`src/hdl/qpst_pkg.sv`:
```
// Shared types, widths and constants of the quadrature position and speed tracker.
`timescale 1ns / 1ps
`default_nettype none
package qpst_pkg;

	// Field widths
	localparam int POS_W  = 12;
	localparam int CPR_W  = 13;
	localparam int ARM_W  = 12;
	localparam int TPS_W  = 27;
	localparam int TIME_W = 32;
	localparam int REV_W  = 16;
	localparam int SPD_W  = 24;
	localparam int OP_W   = 2;

	// Averaging ring (power of two depth, 2..64)
	localparam int AVG_DEPTH = 8;
	localparam int AVG_LOG2  = $clog2(AVG_DEPTH);
	localparam int RIDX_W    = AVG_LOG2;
	localparam int SUM_W     = SPD_W + AVG_LOG2;

	// Speed divider: numerator is ticks_per_second in Q.8
	localparam int NUM_W  = TPS_W + 8;
	localparam int DCNT_W = $clog2(NUM_W);

	// Wrap count clamp
	localparam logic [CPR_W-1:0] CPR_MIN = 13'd2;
	localparam logic [CPR_W-1:0] CPR_MAX = 13'd4096;

	// Speed saturation limits
	localparam logic signed [SPD_W-1:0] SPD_MAX = 24'sh7FFFFF;
	localparam logic signed [SPD_W-1:0] SPD_MIN = 24'sh800000;

	// Register reset values
	localparam logic [CPR_W-1:0]  CPR_RST  = 13'd468;
	localparam logic [ARM_W-1:0]  ARM_RST  = 12'd233;
	localparam logic [TPS_W-1:0]  TPS_RST  = 27'd1000000;
	localparam logic [TIME_W-1:0] IDLE_RST = 32'd1000000;

	// Configuration port
	localparam int CFG_IDX_W  = 2;
	localparam int CFG_DATA_W = 32;
	typedef enum logic [CFG_IDX_W-1:0] {
		CFG_CPR  = 2'd0,
		CFG_ARM  = 2'd1,
		CFG_TPS  = 2'd2,
		CFG_IDLE = 2'd3
	} cfg_idx_t;

	// Operation codes on the input
	localparam logic [OP_W-1:0] OP_EDGE  = 2'd0;
	localparam logic [OP_W-1:0] OP_QUERY = 2'd1;
	localparam logic [OP_W-1:0] OP_CLEAR = 2'd2;

	// Queues between the parts
	localparam int QDEPTH = 2;
	localparam int QPTR_W = 1;
	localparam int QCNT_W = 2;

	typedef enum logic [1:0] {
		K_EDGE,
		K_QUERY,
		K_CLEAR
	} cmd_kind_t;

	typedef enum logic [1:0] {
		ST_IDLE,
		ST_DIV,
		ST_OUT
	} core_state_t;

	typedef struct packed {
		cmd_kind_t         kind;
		logic              channel;
		logic              level;
		logic [TIME_W-1:0] timestamp;
	} cmd_t;

	typedef struct packed {
		logic [CPR_W-1:0]  cpr;
		logic [ARM_W-1:0]  arm;
		logic [TPS_W-1:0]  tps;
		logic [TIME_W-1:0] idle;
	} cfg_t;

	typedef struct packed {
		logic [POS_W-1:0]        position;
		logic                    direction;
		logic signed [REV_W-1:0] rev_count;
		logic signed [SPD_W-1:0] speed;
		logic signed [SPD_W-1:0] avg_speed;
		logic                    moving;
	} res_t;

	typedef struct packed {
		logic              start;
		logic [NUM_W-1:0]  dividend;
		logic [TIME_W-1:0] divisor;
	} div_req_t;

	typedef struct packed {
		logic             busy;
		logic             done;
		logic [NUM_W-1:0] quot;
	} div_rsp_t;

endpackage
`default_nettype wire

```
`src/hdl/qpst_front.sv`:
```
// Front part: accepts input words, classifies them and holds them in a short command queue.
`timescale 1ns / 1ps
`default_nettype none
module qpst_front (
	input  wire logic                       clk,
	input  wire logic                       arst_n,
	input  wire logic                       push,
	input  wire logic [qpst_pkg::OP_W-1:0]  operation,
	input  wire logic                       channel,
	input  wire logic                       level,
	input  wire logic [qpst_pkg::TIME_W-1:0] timestamp,
	output logic                            full,
	output logic                            cmd_valid,
	output qpst_pkg::cmd_t                  cmd,
	input  wire logic                       cmd_pop
);

	qpst_pkg::cmd_t                   ent_q [qpst_pkg::QDEPTH];
	logic [qpst_pkg::QPTR_W-1:0]      wr_q;
	logic [qpst_pkg::QPTR_W-1:0]      rd_q;
	logic [qpst_pkg::QCNT_W-1:0]      cnt_q;
	qpst_pkg::cmd_t                   cmd_in;
	logic                             do_wr;
	logic                             do_rd;

	// Classify the incoming word; the unused code acts as a query
	always_comb begin
		cmd_in.channel   = channel;
		cmd_in.level     = level;
		cmd_in.timestamp = timestamp;
		unique case (operation)
			qpst_pkg::OP_EDGE:  cmd_in.kind = qpst_pkg::K_EDGE;
			qpst_pkg::OP_CLEAR: cmd_in.kind = qpst_pkg::K_CLEAR;
			default:            cmd_in.kind = qpst_pkg::K_QUERY;
		endcase
	end

	// Queue status
	assign full      = (cnt_q == qpst_pkg::QCNT_W'(qpst_pkg::QDEPTH));
	assign cmd_valid = (cnt_q != '0);
	assign cmd       = ent_q[rd_q];
	assign do_wr     = push && !full;
	assign do_rd     = cmd_pop && cmd_valid;

	// Pointers and fill count
	always_ff @(posedge clk or negedge arst_n) begin
		if (!arst_n) begin
			wr_q  <= '0;
			rd_q  <= '0;
			cnt_q <= '0;
		end else begin
			if (do_wr) begin
				wr_q <= (wr_q == qpst_pkg::QPTR_W'(qpst_pkg::QDEPTH - 1)) ? '0 : wr_q + 1'b1;
			end
			if (do_rd) begin
				rd_q <= (rd_q == qpst_pkg::QPTR_W'(qpst_pkg::QDEPTH - 1)) ? '0 : rd_q + 1'b1;
			end
			if (do_wr && !do_rd) begin
				cnt_q <= cnt_q + 1'b1;
			end else if (do_rd && !do_wr) begin
				cnt_q <= cnt_q - 1'b1;
			end
		end
	end

	// Queue storage
	always_ff @(posedge clk) begin
		if (do_wr) begin
			ent_q[wr_q] <= cmd_in;
		end
	end

endmodule
`default_nettype wire

```
`src/hdl/qpst_div.sv`:
```
// Restoring divider for the speed measurement, one quotient bit per cycle.
`timescale 1ns / 1ps
`default_nettype none
module qpst_div (
	input  wire logic               clk,
	input  wire logic               arst_n,
	input  wire qpst_pkg::div_req_t req,
	output qpst_pkg::div_rsp_t      rsp
);

	logic                           busy_q;
	logic                           done_q;
	logic [qpst_pkg::DCNT_W-1:0]    cnt_q;
	logic [qpst_pkg::NUM_W-1:0]     num_q;
	logic [qpst_pkg::TIME_W-1:0]    rem_q;
	logic [qpst_pkg::TIME_W-1:0]    den_q;
	logic [qpst_pkg::TIME_W:0]      trial;
	logic [qpst_pkg::TIME_W:0]      diff;
	logic                           take;

	// One restoring step; a zero divisor yields an all-ones quotient
	always_comb begin
		trial = {rem_q, num_q[qpst_pkg::NUM_W-1]};
		diff  = trial - {1'b0, den_q};
		take  = (trial >= {1'b0, den_q});
	end

	assign rsp.busy = busy_q;
	assign rsp.done = done_q;
	assign rsp.quot = num_q;

	// Control
	always_ff @(posedge clk or negedge arst_n) begin
		if (!arst_n) begin
			busy_q <= 1'b0;
			done_q <= 1'b0;
			cnt_q  <= '0;
		end else begin
			done_q <= busy_q && (cnt_q == '0);
			if (req.start) begin
				busy_q <= 1'b1;
				cnt_q  <= qpst_pkg::DCNT_W'(qpst_pkg::NUM_W - 1);
			end else if (busy_q) begin
				cnt_q <= cnt_q - 1'b1;
				if (cnt_q == '0) begin
					busy_q <= 1'b0;
				end
			end
		end
	end

	// Datapath: dividend shifts out at the top, quotient bits enter at the bottom
	always_ff @(posedge clk) begin
		if (req.start) begin
			num_q <= req.dividend;
			den_q <= req.divisor;
			rem_q <= '0;
		end else if (busy_q) begin
			num_q <= {num_q[qpst_pkg::NUM_W-2:0], take};
			rem_q <= take ? diff[qpst_pkg::TIME_W-1:0] : trial[qpst_pkg::TIME_W-1:0];
		end
	end

endmodule
`default_nettype wire

```
`src/hdl/qpst_core.sv`:
```
// Back part: position stepping, revolution counting, speed and averaging ring.
`timescale 1ns / 1ps
`default_nettype none
module qpst_core (
	input  wire logic               clk,
	input  wire logic               arst_n,
	input  wire qpst_pkg::cfg_t     cfg,
	input  wire logic               cmd_valid,
	input  wire qpst_pkg::cmd_t     cmd,
	output logic                    cmd_pop,
	output qpst_pkg::div_req_t      div_req,
	input  wire qpst_pkg::div_rsp_t div_rsp,
	output logic                    res_push,
	output qpst_pkg::res_t          res,
	input  wire logic               res_full
);

	qpst_pkg::core_state_t           state_q;
	qpst_pkg::core_state_t           state_nx;

	logic [qpst_pkg::POS_W-1:0]      pos_q;
	logic                            lev_a_q;
	logic                            lev_b_q;
	logic                            dir_q;
	logic [qpst_pkg::REV_W-1:0]      revs_q;
	logic                            armed_q;
	logic signed [qpst_pkg::SPD_W-1:0] speed_q;
	logic [qpst_pkg::TIME_W-1:0]     rev_time_q;
	logic [qpst_pkg::TIME_W-1:0]     move_time_q;
	logic signed [qpst_pkg::SPD_W-1:0] ring_q [qpst_pkg::AVG_DEPTH];
	logic [qpst_pkg::RIDX_W-1:0]     ring_idx_q;
	logic signed [qpst_pkg::SUM_W-1:0] ring_sum_q;
	logic [qpst_pkg::TIME_W-1:0]     now_q;
	logic                            neg_q;

	logic [qpst_pkg::CPR_W-1:0]      cpr_eff;
	logic [qpst_pkg::CPR_W-1:0]      pos_ext;
	logic [qpst_pkg::CPR_W-1:0]      pos_inc;
	logic [qpst_pkg::CPR_W-1:0]      cpr_dec;
	logic                            up;
	logic [qpst_pkg::POS_W-1:0]      pos_nx;
	logic                            is_edge;
	logic                            rev_hit;
	logic                            arm_hit;
	logic                            quot_big;
	logic signed [qpst_pkg::SPD_W-1:0] mag;
	logic signed [qpst_pkg::SPD_W-1:0] spd_sat;
	logic signed [qpst_pkg::SUM_W-1:0] sum_nx;
	logic signed [qpst_pkg::SUM_W-1:0] sum_bias;
	logic signed [qpst_pkg::SUM_W-1:0] avg_full;
	logic [qpst_pkg::TIME_W-1:0]     idle_dt;
	logic                            moving;
	logic                            div_done;

	// Clamp the wrap count to 2..4096
	always_comb begin
		if (cfg.cpr < qpst_pkg::CPR_MIN) begin
			cpr_eff = qpst_pkg::CPR_MIN;
		end else if (cfg.cpr > qpst_pkg::CPR_MAX) begin
			cpr_eff = qpst_pkg::CPR_MAX;
		end else begin
			cpr_eff = cfg.cpr;
		end
	end

	// Step direction and next position
	always_comb begin
		up      = cmd.channel ? (cmd.level == lev_a_q) : (cmd.level != lev_b_q);
		pos_ext = {1'b0, pos_q};
		pos_inc = pos_ext + 1'b1;
		cpr_dec = cpr_eff - 1'b1;
		if (up) begin
			pos_nx = (pos_inc >= cpr_eff) ? '0 : pos_inc[qpst_pkg::POS_W-1:0];
		end else if (pos_q == '0 || pos_ext > cpr_eff) begin
			pos_nx = cpr_dec[qpst_pkg::POS_W-1:0];
		end else begin
			pos_nx = pos_q - 1'b1;
		end
		is_edge = (cmd.kind == qpst_pkg::K_EDGE);
		rev_hit = is_edge && (pos_nx == '0) && armed_q;
		arm_hit = is_edge && (pos_nx != '0) && (pos_nx == cfg.arm);
	end

	// Saturated signed speed from the quotient
	always_comb begin
		quot_big = |div_rsp.quot[qpst_pkg::NUM_W-1:qpst_pkg::SPD_W-1];
		mag      = {1'b0, div_rsp.quot[qpst_pkg::SPD_W-2:0]};
		if (neg_q) begin
			spd_sat = quot_big ? qpst_pkg::SPD_MIN : -mag;
		end else begin
			spd_sat = quot_big ? qpst_pkg::SPD_MAX : mag;
		end
		sum_nx = ring_sum_q + qpst_pkg::SUM_W'(spd_sat)
			- qpst_pkg::SUM_W'(ring_q[ring_idx_q]);
	end

	// Result: average truncated toward zero, idle check against this word's time
	always_comb begin
		sum_bias = ring_sum_q
			+ ((ring_sum_q < 0) ? qpst_pkg::SUM_W'(qpst_pkg::AVG_DEPTH - 1) : '0);
		avg_full = sum_bias >>> qpst_pkg::AVG_LOG2;
		idle_dt  = now_q - move_time_q;
		moving   = (idle_dt <= cfg.idle);
		res.position  = pos_q;
		res.direction = dir_q;
		res.rev_count = revs_q;
		res.speed     = speed_q;
		res.avg_speed = moving ? avg_full[qpst_pkg::SPD_W-1:0] : '0;
		res.moving    = moving;
	end

	// Next state
	always_comb begin
		state_nx = state_q;
		unique case (state_q)
			qpst_pkg::ST_IDLE: begin
				if (cmd_valid) begin
					state_nx = rev_hit ? qpst_pkg::ST_DIV : qpst_pkg::ST_OUT;
				end
			end
			qpst_pkg::ST_DIV: begin
				if (div_rsp.done) begin
					state_nx = qpst_pkg::ST_OUT;
				end
			end
			qpst_pkg::ST_OUT: begin
				if (!res_full) begin
					state_nx = qpst_pkg::ST_IDLE;
				end
			end
			default: state_nx = qpst_pkg::ST_IDLE;
		endcase
	end

	// State outputs
	always_comb begin
		cmd_pop          = (state_q == qpst_pkg::ST_IDLE) && cmd_valid;
		div_done         = (state_q == qpst_pkg::ST_DIV) && div_rsp.done;
		res_push         = (state_q == qpst_pkg::ST_OUT) && !res_full;
		div_req.start    = cmd_pop && rev_hit;
		div_req.dividend = {cfg.tps, 8'd0};
		div_req.divisor  = cmd.timestamp - rev_time_q;
	end

	// Tracker state
	always_ff @(posedge clk or negedge arst_n) begin
		if (!arst_n) begin
			state_q     <= qpst_pkg::ST_IDLE;
			pos_q       <= '0;
			lev_a_q     <= 1'b0;
			lev_b_q     <= 1'b0;
			dir_q       <= 1'b0;
			revs_q      <= '0;
			armed_q     <= 1'b0;
			speed_q     <= '0;
			rev_time_q  <= '0;
			move_time_q <= '0;
			ring_idx_q  <= '0;
			ring_sum_q  <= '0;
			now_q       <= '0;
			neg_q       <= 1'b0;
			for (int i = 0; i < qpst_pkg::AVG_DEPTH; i++) begin
				ring_q[i] <= '0;
			end
		end else begin
			state_q <= state_nx;
			if (cmd_pop) begin
				now_q <= cmd.timestamp;
				unique case (cmd.kind)
					qpst_pkg::K_EDGE: begin
						if (cmd.channel) begin
							lev_b_q <= cmd.level;
						end else begin
							lev_a_q <= cmd.level;
						end
						pos_q       <= pos_nx;
						dir_q       <= up;
						move_time_q <= cmd.timestamp;
						if (rev_hit) begin
							revs_q     <= up ? revs_q - 1'b1 : revs_q + 1'b1;
							neg_q      <= up;
							rev_time_q <= cmd.timestamp;
							armed_q    <= 1'b0;
						end else if (arm_hit) begin
							armed_q <= 1'b1;
						end
					end
					qpst_pkg::K_CLEAR: begin
						pos_q       <= '0;
						revs_q      <= '0;
						armed_q     <= 1'b0;
						speed_q     <= '0;
						move_time_q <= cmd.timestamp;
					end
					default: begin
					end
				endcase
			end
			// Revolution finished: store speed and update the ring
			if (div_done) begin
				speed_q            <= spd_sat;
				ring_q[ring_idx_q] <= spd_sat;
				ring_sum_q         <= sum_nx;
				ring_idx_q         <= (ring_idx_q == qpst_pkg::RIDX_W'(qpst_pkg::AVG_DEPTH - 1))
					? '0 : ring_idx_q + 1'b1;
			end
		end
	end

endmodule
`default_nettype wire

```
`src/hdl/qpst_outq.sv`:
```
// Result queue: holds finished result words until they are popped.
`timescale 1ns / 1ps
`default_nettype none
module qpst_outq (
	input  wire logic           clk,
	input  wire logic           arst_n,
	input  wire logic           push,
	input  wire qpst_pkg::res_t res_in,
	output logic                full,
	input  wire logic           pop,
	output logic                empty,
	output qpst_pkg::res_t      res_out
);

	qpst_pkg::res_t                 ent_q [qpst_pkg::QDEPTH];
	logic [qpst_pkg::QPTR_W-1:0]    wr_q;
	logic [qpst_pkg::QPTR_W-1:0]    rd_q;
	logic [qpst_pkg::QCNT_W-1:0]    cnt_q;
	logic                           do_wr;
	logic                           do_rd;

	assign full    = (cnt_q == qpst_pkg::QCNT_W'(qpst_pkg::QDEPTH));
	assign empty   = (cnt_q == '0);
	assign res_out = ent_q[rd_q];
	assign do_wr   = push && !full;
	assign do_rd   = pop && !empty;

	// Pointers and fill count
	always_ff @(posedge clk or negedge arst_n) begin
		if (!arst_n) begin
			wr_q  <= '0;
			rd_q  <= '0;
			cnt_q <= '0;
		end else begin
			if (do_wr) begin
				wr_q <= (wr_q == qpst_pkg::QPTR_W'(qpst_pkg::QDEPTH - 1)) ? '0 : wr_q + 1'b1;
			end
			if (do_rd) begin
				rd_q <= (rd_q == qpst_pkg::QPTR_W'(qpst_pkg::QDEPTH - 1)) ? '0 : rd_q + 1'b1;
			end
			if (do_wr && !do_rd) begin
				cnt_q <= cnt_q + 1'b1;
			end else if (do_rd && !do_wr) begin
				cnt_q <= cnt_q - 1'b1;
			end
		end
	end

	// Queue storage
	always_ff @(posedge clk) begin
		if (do_wr) begin
			ent_q[wr_q] <= res_in;
		end
	end

endmodule
`default_nettype wire

```
`src/hdl/quadrature_position_speed_tracker.sv`:
```
// Top level of the quadrature position and speed tracker.
`timescale 1ns / 1ps
`default_nettype none
// Each input word (encoder edge, status query or clear) yields exactly one result word.
// Words enter a two-word command queue and results leave through a two-word result
// queue, so both sides may stall independently. A query, a clear or an edge that does
// not complete a revolution goes from the idle to the output state of the executor;
// an edge that completes one first runs the bit-serial divider for the 35-bit speed
// quotient, which sets the worst-case rate. The user must write configuration registers
// through cfg_we/cfg_index/cfg_data while the block is idle; the block does not check.
module quadrature_position_speed_tracker (
	input  wire logic                                 clk,
	input  wire logic                                 arst_n,
	input  wire logic                                 push,
	output logic                                      full,
	input  wire logic [qpst_pkg::OP_W-1:0]            operation,
	input  wire logic                                 channel,
	input  wire logic                                 level,
	input  wire logic [qpst_pkg::TIME_W-1:0]          timestamp,
	output logic                                      empty,
	input  wire logic                                 pop,
	output logic [qpst_pkg::POS_W-1:0]                position,
	output logic                                      direction,
	output logic signed [qpst_pkg::REV_W-1:0]         rev_count,
	output logic signed [qpst_pkg::SPD_W-1:0]         speed,
	output logic signed [qpst_pkg::SPD_W-1:0]         avg_speed,
	output logic                                      moving,
	input  wire logic                                 cfg_we,
	input  wire logic [qpst_pkg::CFG_IDX_W-1:0]       cfg_index,
	input  wire logic [qpst_pkg::CFG_DATA_W-1:0]      cfg_data
);

	qpst_pkg::cfg_t      cfg_q;
	logic                cmd_valid;
	qpst_pkg::cmd_t      cmd;
	logic                cmd_pop;
	qpst_pkg::div_req_t  div_req;
	qpst_pkg::div_rsp_t  div_rsp;
	logic                res_push;
	logic                res_full;
	qpst_pkg::res_t      res_core;
	qpst_pkg::res_t      res_out;

	// Configuration registers
	always_ff @(posedge clk or negedge arst_n) begin
		if (!arst_n) begin
			cfg_q.cpr  <= qpst_pkg::CPR_RST;
			cfg_q.arm  <= qpst_pkg::ARM_RST;
			cfg_q.tps  <= qpst_pkg::TPS_RST;
			cfg_q.idle <= qpst_pkg::IDLE_RST;
		end else if (cfg_we) begin
			unique case (qpst_pkg::cfg_idx_t'(cfg_index))
				qpst_pkg::CFG_CPR:  cfg_q.cpr  <= cfg_data[qpst_pkg::CPR_W-1:0];
				qpst_pkg::CFG_ARM:  cfg_q.arm  <= cfg_data[qpst_pkg::ARM_W-1:0];
				qpst_pkg::CFG_TPS:  cfg_q.tps  <= cfg_data[qpst_pkg::TPS_W-1:0];
				qpst_pkg::CFG_IDLE: cfg_q.idle <= cfg_data[qpst_pkg::TIME_W-1:0];
				default: begin
				end
			endcase
		end
	end

	qpst_front u_front (
		.clk       (clk),
		.arst_n    (arst_n),
		.push      (push),
		.operation (operation),
		.channel   (channel),
		.level     (level),
		.timestamp (timestamp),
		.full      (full),
		.cmd_valid (cmd_valid),
		.cmd       (cmd),
		.cmd_pop   (cmd_pop)
	);

	qpst_div u_div (
		.clk    (clk),
		.arst_n (arst_n),
		.req    (div_req),
		.rsp    (div_rsp)
	);

	qpst_core u_core (
		.clk       (clk),
		.arst_n    (arst_n),
		.cfg       (cfg_q),
		.cmd_valid (cmd_valid),
		.cmd       (cmd),
		.cmd_pop   (cmd_pop),
		.div_req   (div_req),
		.div_rsp   (div_rsp),
		.res_push  (res_push),
		.res       (res_core),
		.res_full  (res_full)
	);

	qpst_outq u_outq (
		.clk     (clk),
		.arst_n  (arst_n),
		.push    (res_push),
		.res_in  (res_core),
		.full    (res_full),
		.pop     (pop),
		.empty   (empty),
		.res_out (res_out)
	);

	// Result word fields
	assign position  = res_out.position;
	assign direction = res_out.direction;
	assign rev_count = res_out.rev_count;
	assign speed     = res_out.speed;
	assign avg_speed = res_out.avg_speed;
	assign moving    = res_out.moving;

`ifndef NO_ASSERTIONS
	// The executor never pushes a result into a full result queue
	a_no_res_overflow: assert property (@(posedge clk) disable iff (!arst_n)
		!(res_push && res_full))
		else $error("result pushed into full queue");

	// A division is never started while the divider is still busy
	a_div_start_idle: assert property (@(posedge clk) disable iff (!arst_n)
		div_req.start |-> !div_rsp.busy)
		else $error("divider restarted while busy");

	// Divider completion is a single-cycle pulse
	a_div_done_pulse: assert property (@(posedge clk) disable iff (!arst_n)
		div_rsp.done |=> !div_rsp.done)
		else $error("divider done held high");

	// A started division reports busy in the next cycle
	a_div_busy_after_start: assert property (@(posedge clk) disable iff (!arst_n)
		div_req.start |=> div_rsp.busy)
		else $error("divider not busy after start");
`endif

endmodule
`default_nettype wire
```
`config.mk`:
```
export PLATFORM = sky130hd
export DESIGN_NAME = quadrature_position_speed_tracker
export DESIGN_NICKNAME = d
export VERILOG_FILES = /design/src/hdl/qpst_pkg.sv /design/src/hdl/qpst_front.sv /design/src/hdl/qpst_div.sv /design/src/hdl/qpst_core.sv /design/src/hdl/qpst_outq.sv /design/src/hdl/quadrature_position_speed_tracker.sv
export SDC_FILE = /design/constraint.sdc
export NUM_CORES = 2
export LEC_CHECK = 0
export ABC_AREA = 1
export BUFFER_PORTS_ARGS = -buffer_cell sky130_fd_sc_hd__buf_2
export CAP_MARGIN = 40
export CORE_UTILIZATION = 60
export CTS_CLUSTER_SIZE = 14
export DETAILED_ROUTE_END_ITERATION = 6
export GPL_TIMING_DRIVEN = 0
export PLACE_DENSITY = 0.75
export SLEW_MARGIN = 20
export SYNTH_ARGS = -nofsm -noshare
export SYNTH_HDL_FRONTEND = slang
export SYNTH_SLANG_ARGS = --single-unit
```
`constraint.sdc`:
```
create_clock -name clk -period 9.75 [get_ports clk]
set_clock_uncertainty 0.1 [all_clocks]
set_input_delay 0.975 -clock clk [delete_from_list [all_inputs] [get_ports clk]]
set_output_delay 0.975 -clock clk [all_outputs]
set_load 0.02 [all_outputs]
```
==> out/metrics.csv <==
stage,metric,value,unit
finish,area added between synthesis and finish,12.9,%
yosys,synthesized netlist net count,5038,
sta,Finish-stage setup viols,0,
yosys,top flip-flop cell by instance count after synthesis,sky130_fd_sc_hd__dfrtp_1,
clocking,Num Clock Sinks,804,
setup_path,required time of the critical path,10.16,ns
yosys,cell types with the largest area share after synthesis,"sky130_fd_sc_hd__dfrtp_1, sky130_fd_sc_hd__edfxtp_1, sky130_fd_sc_hd__nand2_1",
setup_path,critical path start-end classification,flop to flop,
setup_path,"setup slack, reg-to-reg",2.74,ns
power,Psw,0.00574,W
setup_path,critical path's slowest cell,sky130_fd_sc_hd__nor3_1,
drt,ratio of routed vias to standard cells,5.63,
min_path,worst min-delay path category,primary input to asynchronous set/reset pin,
sta,setup TNS,0,ns
clocking,clock-pin slew of the registers on the worst-case setup and hold paths,0.06,ns
placement,sum of net half-perimeters after detailed placement,82.3,mm
clocking,largest buffer count on any clock path,3,
setup_path,biggest cell delay along the critical path,0.71,ns
sta,Hold Worst Slack,0.165,ns
yosys,top cell type's share of synthesized area,27.2,%
grt,grt total ovfl,0,
drt,Iter 0 DRT Violations,3093,
setup_path,Setup crit end kind,flop,
power,LEAKAGE,22.2,nW
sta,setup repair after global routing missed its margin,no,
clocking,cts repair resizes,0,
sta,max_slew headroom,37.8,%
setup_path,worst-path fanout max,10,
yosys,number of standard cells after synthesis,4729,
finish,fraction of layout instances using a drive strength above 1,9.30,%
drt,routed length per placed instance,18.8,µm
die,starting density of the core,60.7,%
placement,# placed instances,5835,
grt,global-route wire length before repair,176,mm
clocking,Clk Tree Root Cell,sky130_fd_sc_hd__clkbuf_16,
power,power density over the cells,296,nW/µm²
die,CORE AREA,68700,µm²
placement,Final GP Congestion,0.953,
sta,worst slew pin tran,0.932,ns
power,share of total power in combinational logic,43.6,%
drt,vias,33800,
yosys,leading cell types by count after synthesis,"sky130_fd_sc_hd__nand2_1, sky130_fd_sc_hd__inv_1, sky130_fd_sc_hd__o21ai_0",
power,cell internal power dissipation,0.00822,W
grt,maximum number of pins on one net before global-route repair,96,
yosys,most frequent cell after synthesis,sky130_fd_sc_hd__nand2_1,
setup_path,data arrival time of the critical path,7.42,ns
drt,total routed wirelength,113,mm
yosys,post-synthesis sequential element count,804,
power,worst supply voltage drop on vdd,204,µV
power,proportion of power drawn by the clock network,24.4,%
setup_path,startpoint kind of the worst setup timing path,flop,
sta,number of failing hold endpoints at the final stage,0,
grt,initial antenna violation count,3,
clocking,number of buffers inserted by hold repair at cts,0,
yosys,count of flip-flops with a built-in enable after synthesis,287,
flow_run,number of max-cap violations,0,
die,placement row count,96,
die,Die Ht,266,µm
finish,Final #Nets,5303,
yosys,sequential area share after synthesis,51.3,%
placement,count of input and output buffers,154,
yosys,number of warnings issued by yosys,0,
die,Horiz. Die Dim,266,µm
sta,shortest period the worst path allows,7.01,ns
clocking,CTS tree,yes,
clocking,insertion delay of the later-clocked pin in the worst-skew pair,0.66,ns
drt,count of TritonRoute iterations in the first routing pass,5,
grt,Total Routing Usage GR,32.2,%
sta,Final Max Tran Viols,0,
setup_path,most prevalent standard cell on the critical path,sky130_fd_sc_hd__nand2_1,
yosys,Post-Syn Area,41700,µm²
outcome,result of the run,"finished, final reports clean",
yosys,count of distinct cell types in the synthesized netlist,62,
clocking,Clock H-tree levels,3,
power,switch share,41.1,%
sta,post-route fraction of the period consumed by the critical path,71.9,%
yosys,per-instance average area after synthesis,8.82,µm²
die,Die Outline Area,70600,µm²
finish,final cell count without fillers,6000,
drt,Antenna Nets Post-Route,0,
grt,vias in the first global route,32500,
yosys,fraction of synthesis flops using an asynchronous set or reset pin,59.3,%
die,I/O pins,155,
sta,Max Clock Freq,0.143,GHz
power,part of the total power dissipated in sequential elements,32.0,%
clocking,post-CTS setup buffers,0,
clocking,number of buffers created by CTS,85,
drt,DRC,0,
yosys,cell taking the most area after synthesis,sky130_fd_sc_hd__dfrtp_1,
## routing by layer
layer  wire length (µm)  global-route usage [%]  up-vias  part of all wire (%)
met5                 34                       0        -                 0.030
met4               5320                    14.9        4                   4.7
met3               7400                    4.83      263                   6.6
met2              54000                    53.9     1200                    48
met1              45900                    41.3    16100                    41
li1                   -                       -    16200                     -
## metrics by stage
| step | worst slack, ns | total power [W] | util (%) | area (µm²) |
|---|---|---|---|---|
| after floorplan | 4.62 | 0.00869 | - | 41700 |
| after global placement | -2.28 | 0.0103 | 63.5 | 43700 |
| after detailed placement | 2.94 | 0.0105 | 64.3 | 44100 |
| after CTS | 2.88 | 0.0140 | 68.5 | 47100 |
| after global routing | 2.22 | 0.0149 | 68.6 | 47100 |
| final | 2.74 | 0.0140 | 68.6 | 47100 |
## placed cells by master, fill, tap and decap left out, types with 16 or more instances in the layout
cell type | synthesis | routed
sky130_fd_sc_hd__nor2_1 | 220 | 216
sky130_fd_sc_hd__dfstp_2 | 24 | 24
sky130_fd_sc_hd__nand3_1 | 137 | 137
sky130_fd_sc_hd__dfrtp_1 | 453 | 453
sky130_fd_sc_hd__clkbuf_1 | 136 | 154
sky130_fd_sc_hd__a221oi_1 | 26 | 26
sky130_fd_sc_hd__clkinv_2 | 0 | 18
sky130_fd_sc_hd__ha_1 | 204 | 204
sky130_fd_sc_hd__nor3_1 | 48 | 47
sky130_fd_sc_hd__mux2i_1 | 16 | 16
sky130_fd_sc_hd__edfxtp_1 | 287 | 287
sky130_fd_sc_hd__nor4_1 | 17 | 17
sky130_fd_sc_hd__o22ai_1 | 64 | 64
sky130_fd_sc_hd__buf_2 | 8 | 165
sky130_fd_sc_hd__dfxtp_1 | 40 | 40
sky130_fd_sc_hd__clkbuf_16 | 0 | 87
sky130_fd_sc_hd__o21ai_0 | 493 | 493
sky130_fd_sc_hd__a21oi_1 | 184 | 184
sky130_fd_sc_hd__nand4_1 | 41 | 41
sky130_fd_sc_hd__a22o_1 | 20 | 20
sky130_fd_sc_hd__buf_6 | 13 | 17
sky130_fd_sc_hd__a22oi_1 | 23 | 23
sky130_fd_sc_hd__xor2_1 | 101 | 99
sky130_fd_sc_hd__nand2_1 | 1371 | 1371
sky130_fd_sc_hd__o21ai_2 | 28 | 30
sky130_fd_sc_hd__inv_1 | 516 | 516
sky130_fd_sc_hd__xnor2_1 | 47 | 46
sky130_fd_sc_hd__fa_1 | 30 | 30
sky130_fd_sc_hd__inv_2 | 25 | 25
## flip-flops by register name (all words and copies together), names as in the netlist, 2 cells and up
signal	cells
u_core.now_q	32
u_core.state_q	2
u_core.rev_time_q	32
u_core.ring_sum_q	27
u_front.cnt_q	2
u_outq.ent_q	156
u_core.revs_q	16
u_div.rem_q	32
u_core.move_time_q	32
u_core.pos_q	12
u_outq.cnt_q	2
u_div.den_q	32
u_div.num_q	35
u_core.ring_idx_q	3
u_front.ent_q	72
u_core.ring_q	192
u_core.speed_q	24
cfg_q	84
u_div.cnt_q	6
## kinds of logic after synthesis
| kind of cell | synth area share (%) |
|---|---|
| AO/OA/AOI/OAI | 12.4 |
| XOR/XNOR | 3.15 |
| adder cells (fa/ha/maj) | 7.56 |
| buffers and inverters | 6.74 |
| flip-flops | 51.3 |
| multiplexers | 0.384 |
| AND/OR/NAND/NOR | 18.6 |
## power by group through the flow
stage	Sequential [W]	Combinational [W]	Clock, W
floorplan	0.00447	0.00422	0
CTS	0.00446	0.00606	0.00343
global placement	0.00455	0.00573	0
detailed placement	0.00452	0.00601	0
global route	0.00451	0.00681	0.00356
finish	0.00446	0.00609	0.00340
## cell type report
cell class,instances,area [µm²]
antenna,2,5.00
buffer,168,754
clock buffer,116,2400
sequential,804,21400
tap,931,1160
multi-input combinational,3209,17600
inverter,548,2060
fill,5527,21600
timing repair buffer,178,1220
clock inverter,44,539
## critical path: cells and delay by family, from the launching register on
kind | cells | cell delay, ns
and+or+nand+nor | 13 | 2.03
AOI/OAI and AO/OA | 10 | 2.02
buffers and inverters | 5 | 1.46
adders and majority gates | 2 | 0.84
DFF | 1 | 0.44
## final timing paths
path	from	cells after the start	to
max	u_core.ring_idx_q[2]	30	u_core.ring_sum_q[23]
min	arst_n	1	u_core.revs_q[11]
max reg2reg	u_core.ring_idx_q[2]	30	u_core.ring_sum_q[23]
min reg2reg	u_div.done_q	1	u_core.state_q[0]
max in group asynchronous	arst_n	3	u_core.ring_q[56]
min in group clk	u_div.done_q	1	u_core.state_q[0]
No activity file was read; power rests on OpenSTA's default activity.
